<file path="src/ovl_pkg.sv">
package ovl_pkg;

    localparam int DEPTH_DEFAULT      = 64;
    localparam int DATA_WIDTH_DEFAULT = 32;

    localparam int ACTION_W = 3;
    localparam int INDEX_W  = 7;
    localparam int VALUE_W  = 32;
    localparam int STATUS_W = 2;
    localparam int COUNT_W  = 7;

    typedef enum logic [ACTION_W-1:0] {
        ACT_APPEND       = 3'd0,
        ACT_DROP_LAST    = 3'd1,
        ACT_INSERT       = 3'd2,
        ACT_REMOVE_AT    = 3'd3,
        ACT_REMOVE_VALUE = 3'd4,
        ACT_CONTAINS     = 3'd5,
        ACT_READ         = 3'd6,
        ACT_CLEAR        = 3'd7
    } action_t;

    typedef enum logic [STATUS_W-1:0] {
        STAT_DONE = 2'd0,
        STAT_FULL = 2'd1,
        STAT_BAD  = 2'd2
    } status_t;

    // Command broadcast to every cell of the chain
    typedef enum logic [1:0] {
        CMD_NONE   = 2'd0,
        CMD_WRITE  = 2'd1,
        CMD_INSERT = 2'd2,
        CMD_REMOVE = 2'd3
    } cell_cmd_t;

    // Control part of the probe that walks the chain
    typedef struct packed {
        logic valid;
        logic is_read;
        logic hit;
    } probe_ctl_t;

endpackage

</file>
<file path="src/ovl_cell.sv">
module ovl_cell #(
    parameter int DATA_WIDTH = ovl_pkg::DATA_WIDTH_DEFAULT,
    parameter int POS_W      = 6,
    parameter int CNT_W      = 7,
    parameter int CELL_INDEX = 0
) (
    input  logic                     clk,
    input  logic                     rst_n,
    input  ovl_pkg::cell_cmd_t       cmd,
    input  logic [POS_W-1:0]         cmd_pos,
    input  logic [DATA_WIDTH-1:0]    cmd_word,
    input  logic [CNT_W-1:0]         entry_count,
    input  logic [DATA_WIDTH-1:0]    left_entry,
    input  logic [DATA_WIDTH-1:0]    right_entry,
    input  ovl_pkg::probe_ctl_t      probe_in_ctl,
    input  logic [POS_W-1:0]         probe_in_pos,
    input  logic [DATA_WIDTH-1:0]    probe_in_word,
    output ovl_pkg::probe_ctl_t      probe_out_ctl,
    output logic [POS_W-1:0]         probe_out_pos,
    output logic [DATA_WIDTH-1:0]    probe_out_word,
    output logic [DATA_WIDTH-1:0]    entry
);

    localparam logic [POS_W-1:0] MY_POS = POS_W'(CELL_INDEX);
    localparam logic [CNT_W-1:0] MY_CNT = CNT_W'(CELL_INDEX);

    logic [DATA_WIDTH-1:0] entry_reg;
    logic [DATA_WIDTH-1:0] entry_next;
    ovl_pkg::probe_ctl_t   probe_ctl_reg;
    ovl_pkg::probe_ctl_t   probe_ctl_next;
    logic [POS_W-1:0]      probe_pos_reg;
    logic [POS_W-1:0]      probe_pos_next;
    logic [DATA_WIDTH-1:0] probe_word_reg;
    logic [DATA_WIDTH-1:0] probe_word_next;
    logic                  in_list;

    always_comb
    begin
        entry_next = entry_reg;
        case (cmd)
            ovl_pkg::CMD_WRITE:
            begin
                if (cmd_pos == MY_POS)
                    entry_next = cmd_word;
            end
            ovl_pkg::CMD_INSERT:
            begin
                if (MY_POS > cmd_pos)
                    entry_next = left_entry;
                else if (MY_POS == cmd_pos)
                    entry_next = cmd_word;
            end
            ovl_pkg::CMD_REMOVE:
            begin
                if (MY_POS >= cmd_pos)
                    entry_next = right_entry;
            end
            default:
            begin
                entry_next = entry_reg;
            end
        endcase
    end

    always_comb
    begin
        in_list         = MY_CNT < entry_count;
        probe_ctl_next  = probe_in_ctl;
        probe_pos_next  = probe_in_pos;
        probe_word_next = probe_in_word;
        if (probe_in_ctl.valid)
        begin
            if (probe_in_ctl.is_read)
            begin
                // Read: pick up the entry as the probe passes the target slot
                if (probe_in_pos == MY_POS)
                begin
                    probe_word_next    = entry_reg;
                    probe_ctl_next.hit = 1'b1;
                end
            end
            else if (!probe_in_ctl.hit && in_list && entry_reg == probe_in_word)
            begin
                // Search: only the first match marks its position
                probe_ctl_next.hit = 1'b1;
                probe_pos_next     = MY_POS;
            end
        end
    end

    always_ff @(posedge clk)
    begin
        entry_reg      <= entry_next;
        probe_pos_reg  <= probe_pos_next;
        probe_word_reg <= probe_word_next;
    end

    always_ff @(posedge clk or negedge rst_n)
    begin
        if (!rst_n)
            probe_ctl_reg <= '0;
        else
            probe_ctl_reg <= probe_ctl_next;
    end

    assign entry          = entry_reg;
    assign probe_out_ctl  = probe_ctl_reg;
    assign probe_out_pos  = probe_pos_reg;
    assign probe_out_word = probe_word_reg;

endmodule

</file>
<file path="config.mk">
export PLATFORM = sky130hd
export DESIGN_NAME = ovl_cell
export DESIGN_NICKNAME = d
export VERILOG_FILES = /design/src/ovl_pkg.sv /design/src/ovl_cell.sv
export SDC_FILE = /design/constraint.sdc
export NUM_CORES = 1
export LEC_CHECK = 0
export ABC_AREA = 1
export BUFFER_PORTS_ARGS = -buffer_cell sky130_fd_sc_hd__clkbuf_2
export CAP_MARGIN = 20
export CORE_MARGIN = 8
export CORE_UTILIZATION = 39
export CTS_CLUSTER_DIAMETER = 120
export CTS_CLUSTER_SIZE = 10
export DETAILED_ROUTE_END_ITERATION = 10
export PLACE_DENSITY = 0.77
export REMOVE_ABC_BUFFERS = 1
export SYNTH_ARGS = -nofsm -noshare
export SYNTH_HDL_FRONTEND = slang
export SYNTH_SLANG_ARGS = --single-unit
</file>
<file path="constraint.sdc">
create_clock -name clk -period 1.15 [get_ports clk]
set_input_delay 0.23 -clock clk [delete_from_list [all_inputs] [get_ports clk]]
set_output_delay 0.23 -clock clk [all_outputs]
set_load 0.03 [all_outputs]
</file>
Word-level counts from Yosys, hierarchy flattened
Index checks and enable logic that the tools add are counted.

word-level totals
  register bits after elaboration = 73
  bits in latches = 0
  bits in writable memories = 0
  memory bits (read-only) = 0
  input bits = 154
  output and inout port bits = 73
  word-level logic and storage cells = 35
  memories = 0

operators by class
  add/sub/neg operators = 0
  multipliers = 0
  div/mod/pow operators = 0
  order comparisons = 3
  equality and inequality tests = 5
  shift operators = 0
  mux-type cells = 14
  bitwise gates (word level) = 0
  reduce and logical (&&, ||, !) cells = 7

operators with widths
  kind                  count
  $mux W32              6
  $pmux W32 S3          1
  $eq A32 B32 Y1        1
  $mux W6               3
  $logic_not A6 Y1      2
  $lt A1 B7 Y1 const A  1
  $ge A1 B6 Y1 const A  1
  $gt A1 B6 Y1 const A  1
  $eq A2 B2 Y1 const B  2
  $mux W1               4
  $reduce_bool A3 Y1    1
  $eq A2 B1 Y1 const B  1
  $logic_and A1 B1 Y1   2
  $ne A2 B2 Y1 const B  1
  $reduce_and A2 Y1     1
  $logic_not A1 Y1      1

Logic depth before layout (Yosys ltp)
  depth after elaboration = 6
  mapped depth = 9
  gate-level depth less buffers = 9

Worst setup path before layout
No wires, ideal clock.

  path type = input-to-reg
  start = in cmd[1]
  end = reg entry_reg[0], in the netlist entry[0], enable pin
  setup time = 0.432 ns
  arrival time = 2.332 ns
  data required time = 0.718 ns
  setup slack = -1.614 ns
  stages = 4
  path buffers = 1
  cells stage by stage = nand2_1 clkinv_1 clkbuf_1 a21oi_1

on the way
  longest elaborated chain between the ends = 3
  elaborated cells between the ends (all ways) = 6
  classes of those cells = eq/ne (4); reduce/logical (2)

ends and longest elaborated chain
  what                                                                 RTL line        source
  start: declaration                                                   ovl_cell.sv:9   input ovl_pkg::cell_cmd_t cmd,
  $eq A2 B2 Y1 or $eq A2 B1 Y1 (tied branches)                         ovl_cell.sv:40  case (cmd)
  $ne A2 B2 Y1 (no source line) or $reduce_bool A3 Y1 (tied branches)  n/a
  $reduce_and A2 Y1 (no source line) *                                 n/a
  end signal: assignment                                               ovl_cell.sv:93  entry_reg <= entry_next;
  end: declaration                                                     ovl_cell.sv:27  logic [DATA_WIDTH-1:0] entry_reg;

Every way passes the cells marked *; elsewhere a longest branch is shown, timed or not.
A chain may end at the register's enable or synchronous reset.

Worst setup path after layout
  start = reg entry_reg[30], in the netlist entry[30]
  end = out entry[30]

RTL lines
  what              RTL line        source
  end: declaration  ovl_cell.sv:21  output logic [DATA_WIDTH-1:0] entry

No word-level cell between the ends.

==> metrics.md <==
| Metric | Value |
|---|---|
| Status | finished, violations left |
| Violated checks | negative setup slack |
| Register area share after synthesis | 0.4840 |
| Crit end category | output port |
| Worst Hold End | probe_out_ctl[2]$_DFF_PN0_ |
| Pwr dens | 1291 mW/mm^2 |
| WL/cell | 14.16 um |
| Layout Area Growth over Synthesis | 63.57% |
| RePlAce Congestion | 0.7718 |
| Yosys reg bits | 73 |
| Post-DRT Antenna Nets | 0 |
| Antenna Cells | 0 |
| Post-synth EDFFs | 32 |
| Ys async rst share | 0.04110 |
| Post-Layout Inst Area | 0.006072 mm^2 |
| Period Utilization, post-route | 1.199 |
| Drt pass-1 iters | 4 |
| DR iter-0 viols | 151 |
| Largest net degree at the start of global routing | 63 |
| Slowest Stage Delay on Critical Path | 0.43 ns |
| Worst hold start | probe_in_ctl[2] |
| Synth unique cells | 25 |
| Clock period minus worst slack | 1.379 ns |
| Num CTS Buffers | 9 |
| DRT Wirelength | 12310 um |
| Vias in the first global route | 3951 |
| Clk sink count | 73 |
| Fmax | 0.7251 GHz |
| CTS tree | done |
| Via count | 3920 |
| Most frequent cell after synthesis | nand2_1 |
| # IOs | 227 |
| Final setup fails | 41 |
| Fin worst setup slack | -0.2291 ns |
| Avg Inst Size Synth | 7.799 um^2 |
| P_leak | 3.207 nW |
| Overall power consumption | 7.839 mW |
| PortBufs | 194 |
| Placed cell area | 0.005243 mm^2 |
| Clock Skew | 0.01086 ns |
| Crit path DAT | 1.15 ns |
| Synth area leaders | edfxtp_1, dfxtp_1, nand2_1, o21ai_2, o21ai_0 |
| Clock latency on the worst-skew pair | 0.35 ns |
| Flop-to-flop setup slack | -0.19 ns |
| YS warnings | 0 |
| Fin. max-slew vios | 0 |
| Die Width | 113.6 um |
| Crit Path Category | flip-flop to output port |
| CP max stage cell | edfxtp_1 |
| Row count | 35 |
| Mapped cell area | 0.003712 mm^2 |
| Final HPWL DP | 9283 um |
| Via density | 4.511 |
| Synth cell count leaders | nand2_1, inv_1, o21ai_0, dfxtp_1, nor2_1 |
| Nets | 889 |
| Number of antenna violations at the first check in global routing | 0 |
| Share of post-route cells with drive strength above 1 | 0.4878 |
| Core ar. | 0.009240 mm^2 |
| Hold slack | 0.03637 ns |
| Worst-case clock buffer depth | 2 |
| Setup_tns | -5.192 ns |
| Die Footprint | 0.01290 mm^2 |
| Initial core utilization | 0.4018 |
| Peak VDD IR | 0.8106 mV |
| CP max FO | 3 |
| CP startpoint kind | flip-flop |
| Final count of hold timing violations | 0 |
| Post-synth top flop | dfxtp_1 |
| Worst reg-to-reg path cell count | 6 |
| Area leader, netlist | edfxtp_1 |
| # fillers | 763 |
| Global-route wire length before repair | 18440 um |
| Worst slew margin | 0.8081 |
| Gr ovfl total | 0 |
| FF-to-FF Start | entry[31]$_DFFE_PP_ |
| RSZ-0062 raised after global routing | true |
| Synth Instances | 476 |
| CTS H-Tree Depth | 3 |
| Drt drc | 0 |
| Worst r2r dst | probe_out_pos[0]$_DFF_P_ |
| Clock root buffer | clkbuf_8 |
| CP Cell Sequence | buf_4 -> buf_6 -> buf_8 |
| Slew @ Worst Pin | 0.2857 ns |
| Pre-CTS WS | -0.3146 ns |
| Max Cap Viol | 0 |
| Die height | 113.6 um |
| Yosys top cell area share | 0.2588 |
| Worst min path class | input pin to flip-flop |
| Worst EP required | 0.92 ns |
| Hold Crit Depth | 1 |
| Global Route Usage Sum | 0.1790 |
| CTS clk-pin slew, worst paths | 0.07 ns |
-- critical path: cells and delay by family, from the launching register on --
kind	cells	cell delay [ns]
flops	1	0.43
buf+inv	3	0.39
-- kinds of logic after synthesis --
kind of cell | count (synthesis) | share of synthesized area
buffers and inverters | 80 | 0.09909
xor gates and xnor gates | 11 | 0.02595
DFF | 73 | 0.4840
and+or+nand+nor | 213 | 0.2251
AOI/OAI and AO/OA | 99 | 0.1658
-- cells in the final DEF (no fill, tap or decap), drive strengths merged, types with 2 or more instances in the layout --
| cell | instances |
|---|---|
| dfxtp | 38 |
| edfxtp | 32 |
| xor2 | 3 |
| bufinv | 2 |
| nand3 | 3 |
| inv | 62 |
| o21ai | 96 |
| dfrtp | 3 |
| clkbuf | 174 |
| a21oi | 3 |
| nor2 | 34 |
| nand2 | 173 |
| buf | 104 |
| xnor2 | 8 |
-- per-stage QoR --
step                        util  std cells
after detailed placement  0.5674        841
after CTS                 0.6310        860
after global routing      0.6571        869
after floorplan                -        457
after global placement    0.5674        841
final                     0.6571        869
-- worst max-delay path by stage --
stage,to,start,cells past startpoint,slack [ns]
4_1_cts,probe_out_pos[3]$_DFF_P_,entry[7]$_DFFE_PP_,8,-0.22
2_1_floorplan,entry[0]$_DFFE_PP_,cmd_pos[2],3,-2.56
5_1_grt,probe_out_pos[4]$_DFF_P_,entry[13]$_DFFE_PP_,9,-0.31
6_report,entry[30],entry[30]$_DFFE_PP_,3,-0.23
3_5_place_dp,probe_out_pos[0]$_DFF_P_,entry[5]$_DFFE_PP_,8,-0.31
3_3_place_gp,probe_out_pos[0]$_DFF_P_,entry[10]$_DFFE_PP_,8,-0.26
-- power by group --
part           switching, mW  internal [mW]
registers              0.139           2.96
clock network          0.976           1.34
logic                   1.24           1.17
total                   2.36           5.48
-- routing by layer --
metal	GRT usage	vias up	share of wire
li1	-	2020	-
met1	0.1854	1736	0.39
met2	0.3195	149	0.50
met3	0.06973	15	0.091
met4	0.06661	0	0.020
met5	0	-	0
-- cell type report --
type | count | area [um^2] | area share
clock buffer | 12 | 155.1 | 0.02555
clock inverter | 4 | 73.82 | 0.01216
inverter | 61 | 236.5 | 0.03895
multi-input combinational | 323 | 1647 | 0.2712
sequential | 73 | 1797 | 0.2959
tap | 129 | 161.4 | 0.02658
timing repair buffer | 267 | 2002 | 0.3297
-- timing repair --
item	CTS	global route
hold buffers	1	0
setup buffers	2	11
endpoints found under the setup margin	39	65
pin swaps	9	13
hold endpoints to repair	3	0
resized for setup	81	113
Power figures use the tool's default switching activity.
